--- config.mk ---
export PLATFORM = sky130hd
export DESIGN_NAME = node_lifecycle_tracker_flat
export DESIGN_NICKNAME = d
export VERILOG_FILES = /design/src/hw/rtl/nlt_pkg.sv /design/src/hw/rtl/nlt_if.sv /design/src/hw/rtl/nlt_slot_store.sv /design/src/hw/rtl/nlt_event_logic.sv /design/src/hw/rtl/node_lifecycle_tracker.sv /design/src/flat_wrapper.sv
export VERILOG_INCLUDE_DIRS = /design/src /design/src/hw/rtl
export SDC_FILE = /design/constraint.sdc
export NUM_CORES = 1
export LEC_CHECK = 0
export ABC_AREA = 1
export BUFFER_PORTS_ARGS = -buffer_cell sky130_fd_sc_hd__buf_2
export CAP_MARGIN = 0
export CORE_ASPECT_RATIO = 1.2
export CORE_UTILIZATION = 45
export DETAILED_ROUTE_END_ITERATION = 7
export HOLD_SLACK_MARGIN = 0.15
export PLACE_DENSITY_LB_ADDON = 0.15
export SYNTH_ARGS = -nofsm -noshare
export SYNTH_HDL_FRONTEND = slang
export SYNTH_SLANG_ARGS = --single-unit
--- constraint.sdc ---
create_clock -name i_clk -period 2.1 [get_ports i_clk]
set_input_delay 0.42 -clock i_clk [delete_from_list [all_inputs] [get_ports i_clk]]
set_output_delay 0.42 -clock i_clk [all_outputs]
set_load 0.02 [all_outputs]
--- src/hw/rtl/node_lifecycle_tracker_assert.svh ---
// Assertion macros for the node lifecycle tracker.
`ifndef NODE_LIFECYCLE_TRACKER_ASSERT_SVH
`define NODE_LIFECYCLE_TRACKER_ASSERT_SVH

// Same-cycle implication under synchronous active-low reset.
`define NLT_ASSERT_IMP(label, clk, rst_n, ante, cons) \
    label: assert property (@(posedge clk) disable iff (!rst_n) (ante) |-> (cons)) \
        else $error("node_lifecycle_tracker: assertion failed");

// Next-cycle implication under synchronous active-low reset.
`define NLT_ASSERT_NEXT(label, clk, rst_n, ante, cons) \
    label: assert property (@(posedge clk) disable iff (!rst_n) (ante) |=> (cons)) \
        else $error("node_lifecycle_tracker: assertion failed");

`endif

--- src/hw/rtl/nlt_pkg.sv ---
// Shared types and constants of the node lifecycle tracker.
package nlt_pkg;

    localparam int NODE_COUNT = 6;
    localparam int SLOT_W     = 3;
    localparam int ID_W       = 8;
    localparam int TABLE_W    = 64;

    typedef enum logic [1:0] {
        FUNC_HB     = 2'd0,
        FUNC_SYNC   = 2'd1,
        FUNC_RESET  = 2'd2,
        FUNC_UNUSED = 2'd3
    } t_func;

    typedef enum logic [2:0] {
        NMT_INIT  = 3'd0,
        NMT_PREOP = 3'd1,
        NMT_OP    = 3'd2,
        NMT_STOP  = 3'd3
    } t_nmt;

    typedef enum logic [1:0] {
        HB_UNCONF  = 2'd0,
        HB_UNKNOWN = 2'd1,
        HB_ACTIVE  = 2'd2,
        HB_TIMEOUT = 2'd3
    } t_hb;

    typedef enum logic [2:0] {
        ST_UNINIT      = 3'd0,
        ST_PROCESSING  = 3'd1,
        ST_INITIALIZED = 3'd2,
        ST_OPERATIONAL = 3'd3,
        ST_RELEASED    = 3'd4,
        ST_STOPPED     = 3'd5
    } t_status;

    typedef enum logic [1:0] {
        CMD_PREOP = 2'd0,
        CMD_QUERY = 2'd1,
        CMD_OP    = 2'd2
    } t_cmd;

    // Write request from the event logic into the slot store
    typedef struct packed {
        logic              en;
        logic [SLOT_W-1:0] idx;
        t_status           status;
        logic              power;
    } t_slot_wr;

    // Decision of the event logic for one item
    typedef struct packed {
        t_status status;
        logic    power;
        logic    cmd_valid;
        t_cmd    cmd;
        logic    motion_reset;
    } t_evt_res;

    // Release rule: initialized or stopped go to released, processing to uninit
    function automatic t_status release_rule(input t_status s);
        t_status r;
        r = s;
        if (s == ST_INITIALIZED || s == ST_STOPPED) begin
            r = ST_RELEASED;
        end else if (s == ST_PROCESSING) begin
            r = ST_UNINIT;
        end
        return r;
    endfunction

endpackage

--- src/hw/rtl/nlt_if.sv ---
// Valid/ready channel interfaces for events and results.
interface nlt_evt_if;
    logic       valid;
    logic       ready;
    logic [1:0] func;
    logic [7:0] node_id;
    logic [2:0] slot_index;
    logic [2:0] nmt_state;
    logic [1:0] heartbeat_state;

    modport source (output valid, func, node_id, slot_index, nmt_state, heartbeat_state,
                    input ready);
    modport sink   (input valid, func, node_id, slot_index, nmt_state, heartbeat_state,
                    output ready);
endinterface

interface nlt_res_if;
    logic       valid;
    logic       ready;
    logic       accepted;
    logic       command_valid;
    logic [1:0] command_code;
    logic       motion_reset;
    logic [2:0] slot_status;
    logic       power_enabled;

    modport source (output valid, accepted, command_valid, command_code, motion_reset,
                    slot_status, power_enabled, input ready);
    modport sink   (input valid, accepted, command_valid, command_code, motion_reset,
                    slot_status, power_enabled, output ready);
endinterface

--- src/hw/rtl/nlt_slot_store.sv ---
// Per-slot status and power mark registers with one read and one write port.
module nlt_slot_store (
    input  logic                           i_clk,
    input  logic                           i_rst_n,
    input  logic [nlt_pkg::SLOT_W-1:0]     i_rd_idx,
    output nlt_pkg::t_status               o_rd_status,
    output logic                           o_rd_power,
    input  nlt_pkg::t_slot_wr              i_wr
);

    nlt_pkg::t_status r_status [nlt_pkg::NODE_COUNT];
    logic             r_power  [nlt_pkg::NODE_COUNT];

    // Update one slot; reset clears every slot
    always_ff @(posedge i_clk) begin
        if (!i_rst_n) begin
            for (int k = 0; k < nlt_pkg::NODE_COUNT; k++) begin
                r_status[k] <= nlt_pkg::ST_UNINIT;
                r_power[k]  <= 1'b0;
            end
        end else if (i_wr.en) begin
            r_status[i_wr.idx] <= i_wr.status;
            r_power[i_wr.idx]  <= i_wr.power;
        end
    end

    // Read the slot; an out-of-range slot reads as zero
    always_comb begin
        o_rd_status = nlt_pkg::ST_UNINIT;
        o_rd_power  = 1'b0;
        if (32'(i_rd_idx) < nlt_pkg::NODE_COUNT) begin
            o_rd_status = r_status[i_rd_idx];
            o_rd_power  = r_power[i_rd_idx];
        end
    end

endmodule

--- src/hw/rtl/nlt_event_logic.sv ---
// Status transition and command decision for one event.
module nlt_event_logic (
    input  logic [1:0]         i_func,
    input  logic [2:0]         i_nmt_state,
    input  logic [1:0]         i_heartbeat_state,
    input  nlt_pkg::t_status   i_status,
    input  logic               i_power,
    output nlt_pkg::t_evt_res  o_res
);

    always_comb begin
        o_res.status       = i_status;
        o_res.power        = i_power;
        o_res.cmd_valid    = 1'b0;
        o_res.cmd          = nlt_pkg::CMD_PREOP;
        o_res.motion_reset = 1'b0;
        case (nlt_pkg::t_func'(i_func))
            nlt_pkg::FUNC_HB: begin
                // Lost heartbeat releases the slot ahead of any NMT state
                if (nlt_pkg::t_hb'(i_heartbeat_state) == nlt_pkg::HB_TIMEOUT ||
                    nlt_pkg::t_hb'(i_heartbeat_state) == nlt_pkg::HB_UNKNOWN) begin
                    o_res.status       = nlt_pkg::release_rule(i_status);
                    o_res.motion_reset = 1'b1;
                end else begin
                    case (nlt_pkg::t_nmt'(i_nmt_state))
                        nlt_pkg::NMT_INIT: begin
                            o_res.status    = nlt_pkg::ST_UNINIT;
                            o_res.cmd_valid = 1'b1;
                            o_res.cmd       = nlt_pkg::CMD_PREOP;
                        end
                        nlt_pkg::NMT_PREOP: begin
                            o_res.status    = nlt_pkg::release_rule(i_status);
                            o_res.cmd_valid = 1'b1;
                            o_res.cmd       = nlt_pkg::CMD_QUERY;
                        end
                        nlt_pkg::NMT_OP: begin
                            if (i_status == nlt_pkg::ST_INITIALIZED) begin
                                o_res.power = 1'b1;
                            end else begin
                                o_res.cmd_valid = 1'b1;
                                o_res.cmd       = nlt_pkg::CMD_QUERY;
                            end
                        end
                        nlt_pkg::NMT_STOP: begin
                            if (i_status == nlt_pkg::ST_INITIALIZED ||
                                i_status == nlt_pkg::ST_RELEASED) begin
                                o_res.status = nlt_pkg::ST_STOPPED;
                            end else begin
                                o_res.status = nlt_pkg::ST_UNINIT;
                            end
                        end
                        default: begin
                            // other NMT states leave the slot alone
                        end
                    endcase
                end
            end
            nlt_pkg::FUNC_SYNC: begin
                o_res.status = nlt_pkg::ST_INITIALIZED;
                if (nlt_pkg::t_nmt'(i_nmt_state) == nlt_pkg::NMT_OP) begin
                    o_res.power = 1'b1;
                end else begin
                    o_res.cmd_valid = 1'b1;
                    o_res.cmd       = nlt_pkg::CMD_OP;
                end
            end
            nlt_pkg::FUNC_RESET: begin
                o_res.status       = nlt_pkg::ST_UNINIT;
                o_res.motion_reset = 1'b1;
            end
            default: begin
                // unused code: never accepted upstream
            end
        endcase
    end

endmodule

--- src/hw/rtl/node_lifecycle_tracker.sv ---
// Top level of the node lifecycle tracker.
//
//  channel    | dir | handshake      | payload
//  -----------+-----+----------------+---------------------------------------------
//  i_evt      | in  | valid / ready  | func, node_id, slot_index, nmt_state, heartbeat_state
//  o_res      | out | valid / ready  | accepted, command, motion reset, status, power mark
//  i_cfg_*    | in  | write enable   | node id table, 64 bits
//
// One item per cycle while the output is not stalled; an accepted item passes the
// input register, then a read-modify-write of the slot registers that lands in the
// result register.
// Synchronous reset clears control and all slot status and power marks at once.
// A stalled result holds in the result register while the input register still
// takes one more item; the input side stalls only when both are full.
`include "node_lifecycle_tracker_assert.svh"

module node_lifecycle_tracker (
    input  logic                           i_clk,
    input  logic                           i_rst_n,
    input  logic                           i_cfg_we,
    input  logic [nlt_pkg::TABLE_W-1:0]    i_cfg_wdata,
    nlt_evt_if.sink                        i_evt,
    nlt_res_if.source                      o_res
);

    logic [nlt_pkg::TABLE_W-1:0] r_node_id_table;

    logic                         r_in_valid, n_in_valid;
    logic [1:0]                   r_func;
    logic [nlt_pkg::ID_W-1:0]     r_node_id;
    logic [nlt_pkg::SLOT_W-1:0]   r_slot;
    logic [2:0]                   r_nmt;
    logic [1:0]                   r_hb;

    logic                         r_res_valid, n_res_valid;
    logic                         r_accepted;
    logic                         r_cmd_valid;
    logic [1:0]                   r_cmd_code;
    logic                         r_motion_reset;
    logic [2:0]                   r_slot_status;
    logic                         r_power;

    logic                         in_fire;
    logic                         advance;
    logic                         in_range;
    logic                         acc;
    logic [nlt_pkg::ID_W-1:0]     stored_id;
    nlt_pkg::t_status             rd_status;
    logic                         rd_power;
    nlt_pkg::t_evt_res            evt_res;
    nlt_pkg::t_slot_wr            slot_wr;

    // Handshake and stage movement
    assign advance     = r_in_valid && (!r_res_valid || o_res.ready);
    assign i_evt.ready = !r_in_valid || advance;
    assign in_fire     = i_evt.valid && i_evt.ready;

    always_comb begin
        n_in_valid = r_in_valid;
        if (in_fire) begin
            n_in_valid = 1'b1;
        end else if (advance) begin
            n_in_valid = 1'b0;
        end
        n_res_valid = r_res_valid;
        if (advance) begin
            n_res_valid = 1'b1;
        end else if (o_res.ready) begin
            n_res_valid = 1'b0;
        end
    end

    // Hold control state
    always_ff @(posedge i_clk) begin
        if (!i_rst_n) begin
            r_in_valid      <= 1'b0;
            r_res_valid     <= 1'b0;
            r_node_id_table <= '0;
        end else begin
            r_in_valid  <= n_in_valid;
            r_res_valid <= n_res_valid;
            if (i_cfg_we) begin
                r_node_id_table <= i_cfg_wdata;
            end
        end
    end

    // Capture the incoming item
    always_ff @(posedge i_clk) begin
        if (in_fire) begin
            r_func    <= i_evt.func;
            r_node_id <= i_evt.node_id;
            r_slot    <= i_evt.slot_index;
            r_nmt     <= i_evt.nmt_state;
            r_hb      <= i_evt.heartbeat_state;
        end
    end

    // Match the slot against its configured node id
    assign stored_id = r_node_id_table[{r_slot, 3'b000} +: nlt_pkg::ID_W];
    assign in_range  = 32'(r_slot) < nlt_pkg::NODE_COUNT;
    assign acc       = in_range && (stored_id == r_node_id) &&
                       (r_func != nlt_pkg::FUNC_UNUSED);

    nlt_slot_store u_store (
        .i_clk       (i_clk),
        .i_rst_n     (i_rst_n),
        .i_rd_idx    (r_slot),
        .o_rd_status (rd_status),
        .o_rd_power  (rd_power),
        .i_wr        (slot_wr)
    );

    nlt_event_logic u_logic (
        .i_func            (r_func),
        .i_nmt_state       (r_nmt),
        .i_heartbeat_state (r_hb),
        .i_status          (rd_status),
        .i_power           (rd_power),
        .o_res             (evt_res)
    );

    // Write back only for accepted items
    always_comb begin
        slot_wr.en     = advance && acc;
        slot_wr.idx    = r_slot;
        slot_wr.status = evt_res.status;
        slot_wr.power  = evt_res.power;
    end

    // Load the result register
    always_ff @(posedge i_clk) begin
        if (advance) begin
            r_accepted     <= acc;
            r_cmd_valid    <= acc && evt_res.cmd_valid;
            r_cmd_code     <= (acc && evt_res.cmd_valid) ? evt_res.cmd : nlt_pkg::CMD_PREOP;
            r_motion_reset <= acc && evt_res.motion_reset;
            r_slot_status  <= acc ? evt_res.status : rd_status;
            r_power        <= acc ? evt_res.power : rd_power;
        end
    end

    assign o_res.valid         = r_res_valid;
    assign o_res.accepted      = r_accepted;
    assign o_res.command_valid = r_cmd_valid;
    assign o_res.command_code  = r_cmd_code;
    assign o_res.motion_reset  = r_motion_reset;
    assign o_res.slot_status   = r_slot_status;
    assign o_res.power_enabled = r_power;

    // Checks
    `NLT_ASSERT_NEXT(a_in_captured, i_clk, i_rst_n, in_fire, r_in_valid)
    `NLT_ASSERT_NEXT(a_item_to_result, i_clk, i_rst_n, r_in_valid && !r_res_valid, r_res_valid)
    `NLT_ASSERT_NEXT(a_cfg_written, i_clk, i_rst_n, i_cfg_we, r_node_id_table == $past(i_cfg_wdata))
    `NLT_ASSERT_IMP(a_cmd_needs_accept, i_clk, i_rst_n, r_res_valid && r_cmd_valid, r_accepted)

endmodule

--- src/flat_wrapper.sv ---
// flat-port wrapper written by rule: the top's interface ports become plain ports
module node_lifecycle_tracker_flat 
  (i_clk, i_rst_n, i_cfg_we, i_cfg_wdata, i_evt_valid, i_evt_func, i_evt_node_id, i_evt_slot_index, i_evt_nmt_state, i_evt_heartbeat_state, i_evt_ready, o_res_valid, o_res_accepted, o_res_command_valid, o_res_command_code, o_res_motion_reset, o_res_slot_status, o_res_power_enabled, o_res_ready);
  nlt_evt_if i_evt_i ();
  nlt_res_if o_res_i ();
  input  logic i_clk;
  input  logic i_rst_n;
  input  logic i_cfg_we;
  input  logic [nlt_pkg::TABLE_W-1:0] i_cfg_wdata;
  input wire logic [$bits(i_evt_i.valid)-1:0] i_evt_valid;
  input wire logic [$bits(i_evt_i.func)-1:0] i_evt_func;
  input wire logic [$bits(i_evt_i.node_id)-1:0] i_evt_node_id;
  input wire logic [$bits(i_evt_i.slot_index)-1:0] i_evt_slot_index;
  input wire logic [$bits(i_evt_i.nmt_state)-1:0] i_evt_nmt_state;
  input wire logic [$bits(i_evt_i.heartbeat_state)-1:0] i_evt_heartbeat_state;
  output wire logic [$bits(i_evt_i.ready)-1:0] i_evt_ready;
  output wire logic [$bits(o_res_i.valid)-1:0] o_res_valid;
  output wire logic [$bits(o_res_i.accepted)-1:0] o_res_accepted;
  output wire logic [$bits(o_res_i.command_valid)-1:0] o_res_command_valid;
  output wire logic [$bits(o_res_i.command_code)-1:0] o_res_command_code;
  output wire logic [$bits(o_res_i.motion_reset)-1:0] o_res_motion_reset;
  output wire logic [$bits(o_res_i.slot_status)-1:0] o_res_slot_status;
  output wire logic [$bits(o_res_i.power_enabled)-1:0] o_res_power_enabled;
  input wire logic [$bits(o_res_i.ready)-1:0] o_res_ready;
  assign i_evt_i.valid = i_evt_valid;
  assign i_evt_i.func = i_evt_func;
  assign i_evt_i.node_id = i_evt_node_id;
  assign i_evt_i.slot_index = i_evt_slot_index;
  assign i_evt_i.nmt_state = i_evt_nmt_state;
  assign i_evt_i.heartbeat_state = i_evt_heartbeat_state;
  assign i_evt_ready = i_evt_i.ready;
  assign o_res_valid = o_res_i.valid;
  assign o_res_accepted = o_res_i.accepted;
  assign o_res_command_valid = o_res_i.command_valid;
  assign o_res_command_code = o_res_i.command_code;
  assign o_res_motion_reset = o_res_i.motion_reset;
  assign o_res_slot_status = o_res_i.slot_status;
  assign o_res_power_enabled = o_res_i.power_enabled;
  assign o_res_i.ready = o_res_ready;
  node_lifecycle_tracker u_core (.i_clk(i_clk), .i_rst_n(i_rst_n), .i_cfg_we(i_cfg_we), .i_cfg_wdata(i_cfg_wdata), .i_evt(i_evt_i), .o_res(o_res_i));
endmodule
==> impl_metrics.env <==
export IMPL_status="finished with violations"
export IMPL_failed_checks="negative setup slack"
export IMPL_wl_met2_mm=8.19
export IMPL_clock_sinks=127
export IMPL_die_x_um=107
export IMPL_gp_congestion=0.839
export IMPL_setup_ws_ns=-0.400
export IMPL_placed_cell_area_um2=6960
export IMPL_hold_viol=0
export IMPL_setup_tns_final_ns=-17.37
export IMPL_synth_avg_cell_area_um2=7.82
export IMPL_wl_per_cell_um=13.6
export IMPL_htree_levels=4
export IMPL_synthCells=759
export IMPL_antenna_found_initial=0
export IMPL_crit_arrival_ns=2.77
export IMPL_ctsRootBufferMaster="clkbuf_16"
export IMPL_grt_usage=0.231
export IMPL_dp_hpwl_mm=10.4
export IMPL_maxUsedRoutingLayer="met4"
export IMPL_path_clk_slew_ns=0.06
export IMPL_start_util=0.465
export IMPL_drc=0
export IMPL_cap_violations=0
export IMPL_rsz0062_at_grt="true"
export IMPL_final_core_util=0.628
export IMPL_drt_iter0_drc=220
export IMPL_first_global_vias=5449
export IMPL_io_pins=98
export IMPL_route_met3_wl_um=507
export IMPL_cts_hold_buf=0
export IMPL_grt_pass1_wl_mm=24.5
export IMPL_power_density_nw_per_um2=841
export IMPL_routed_via_count=5445
export IMPL_nets=1000
export IMPL_final_common_cell="nand2_1"
export IMPL_yosysTopAreaCell="edfxtp_1"
export IMPL_fillers=1082
export IMPL_rows=45
export IMPL_cts_tree="yes"
export IMPL_register_area_um2=3070
export IMPL_dp_slack_ns=-0.306
export IMPL_routed_wl_mm=14.8
export IMPL_io_buffers=96
export IMPL_die_area_um2=13700
export IMPL_layout_common_cells="nand2_1, buf_2, o21ai_0"
export IMPL_vias_per_cell=4.99
export IMPL_worst_ep_required_time_ns=2.37
export IMPL_grt_max_degree=72
export IMPL_holdCritPathClass="primary input to register"
export IMPL_slew_viol_final=0
export IMPL_cts_buffer_depth=2
export IMPL_wl_met1_mm=5.86
export IMPL_core_um2=12800
export IMPL_setup_viol=59
export IMPL_syn_to_final_growth_pct=35.2
export IMPL_ant_nets=0
export IMPL_multi_input_area_um2=2570
export IMPL_ys_types=30
export IMPL_grt_overflow_total=0
export IMPL_synth_area_um2=5940
export IMPL_cts_buffers=17
export IMPL_yosysSeqAreaShare=0.518
export IMPL_fin_skew_ns=0.00682
export IMPL_path_class="register to register"
export IMPL_finalCritPeriodShare=1.19
export IMPL_synthTopCellsByArea="edfxtp_1, dfxtp_1, nand2_1"
export IMPL_critPathLaunchType="register"
export IMPL_ys_warn_count=0
export IMPL_leakagePower_nw=3.70
export IMPL_cp_max_fo=5
export IMPL_fin_area_um2=8030
export IMPL_cp_end_kind="register"
export IMPL_die_h_um=128
export IMPL_peakVddDrop_mv=0.503
export IMPL_hold_ws_ns=0.180
export IMPL_synth_top_cell_area_share=0.268
export IMPL_clk_latency_ns=0.42
export IMPL_firstDrtPassIters=4
export IMPL_yosys_register_bits=127
export IMPL_period_needed_ns=2.50
export IMPL_fmax_ghz=0.400
export IMPL_drive_gt1_frac=0.298
[report_power, final]
part	leakage, nW	switching, mW	total, mW	internal (mW)
Combinational	2.24	0.538	0.927	0.388
Clock	0.313	1.12	3.06	1.94
Sequential	1.15	0.0551	2.77	2.71
Total	3.70	1.71	6.75	5.04
[synthesized netlist by cell type]
cell,n
clkbuf_1,22
conb_1,1
mux2i_1,1
nand3_4,1
inv_1,91
nor2_4,3
nor2_2,3
nand3b_1,1
o211ai_1,5
nand2_2,4
nor2_8,1
a21oi_1,60
buf_2,9
inv_2,6
nand3_2,3
nand2_1,155
nand4_1,4
o21ai_0,95
nand4_4,1
a21oi_2,1
edfxtp_1,53
dfxtp_1,74
nor2_1,88
buf_6,5
buf_4,2
a31oi_1,1
o21ai_1,2
o31ai_1,1
nand3_1,64
nor3_1,2
[per-stage QoR]
step	total power, mW	std cells
finish	6.75	1091
floorplan	3.30	766
global placement	3.61	1043
detailed placement	3.63	1043
CTS	6.75	1086
global route	7.03	1090
[repair_timing]
item | in CTS | in global routing
pin swaps | 3 | 16
setup buffers | 9 | 4
gates cloned | 2 | 0
gates resized for setup | 46 | 23
setup endpoints to repair | 59 | 60
[cells by family after synthesis]
group,synth area share
other,0.000632
flip-flops,0.518
AND/OR/NAND/NOR,0.243
buffers and inverters,0.0948
multiplexers,0.00169
AO/OA/AOI/OAI,0.142
[sequential cells by signal, indices dropped and copies added (netlist names), named ones only]
name / flops
u_core.o_res.power_enabled: 1
u_core.r_func: 2
u_core.r_node_id: 8
u_core.r_slot: 3
u_core.r_in_valid: 1
u_core.u_store.r_status: 24
u_core.o_res.accepted: 1
u_core.r_node_id_table: 64
u_core.u_store.r_power: 8
u_core.o_res.motion_reset: 1
u_core.o_res.slot_status: 3
u_core.o_res.valid: 1
u_core.o_res.command_valid: 1
u_core.o_res.command_code: 2
u_core.r_nmt: 3
u_core.r_hb: 1
[routing by layer]
layer  track usage  vias to the layer above
li1              -                     2784
met1         0.250                     2532
met2         0.436                      109
met3        0.0458                       20
met4        0.0927                        0
met5             0                        -
[final timing paths]
path,start,to,slack (ns),cells after the start
worst max-delay path,u_core.r_slot[0]$_DFFE_PP_,u_core.u_store.r_status[1][1]$_SDFFCE_PN0P_,-0.40,17
worst min-delay path,i_evt_nmt_state[2],u_core.r_nmt[2]$_DFFE_PP_,0.18,1
worst max register to register,u_core.r_slot[0]$_DFFE_PP_,u_core.u_store.r_status[1][1]$_SDFFCE_PN0P_,-0.40,17
worst min register to register,u_core.r_node_id_table[11]$_SDFFE_PN0P_,u_core.r_node_id_table[11]$_SDFFE_PN0P_,0.46,2
[final cells by class]
class / instances / area share
diodes: 1 / 0.000312
multi-input cells: 504 / 0.320
repair buffers: 166 / 0.146
clock inverters: 8 / 0.00764
flip-flops and latches: 127 / 0.383
clock buffers: 24 / 0.0722
well taps: 164 / 0.0256
inverters: 97 / 0.0460
[critical path, cell delays in order, from the launching register on]
cell and delay (ns):
edfxtp_1 0.45, inv_4 0.10, buf_12 0.15, buf_12 0.12, nand2_2 0.06, nand3_2 0.07, nand3_2 0.12, nand2_2 0.08
nand2_1 0.07, nand2_1 0.07, nor2_2 0.14, nand3_2 0.14, nor2_8 0.16, buf_6 0.11, nand4_4 0.12, nor2_4 0.19
nand2_2 0.10, nor2_2 0.11
No activity file was read; power rests on OpenSTA's default activity.
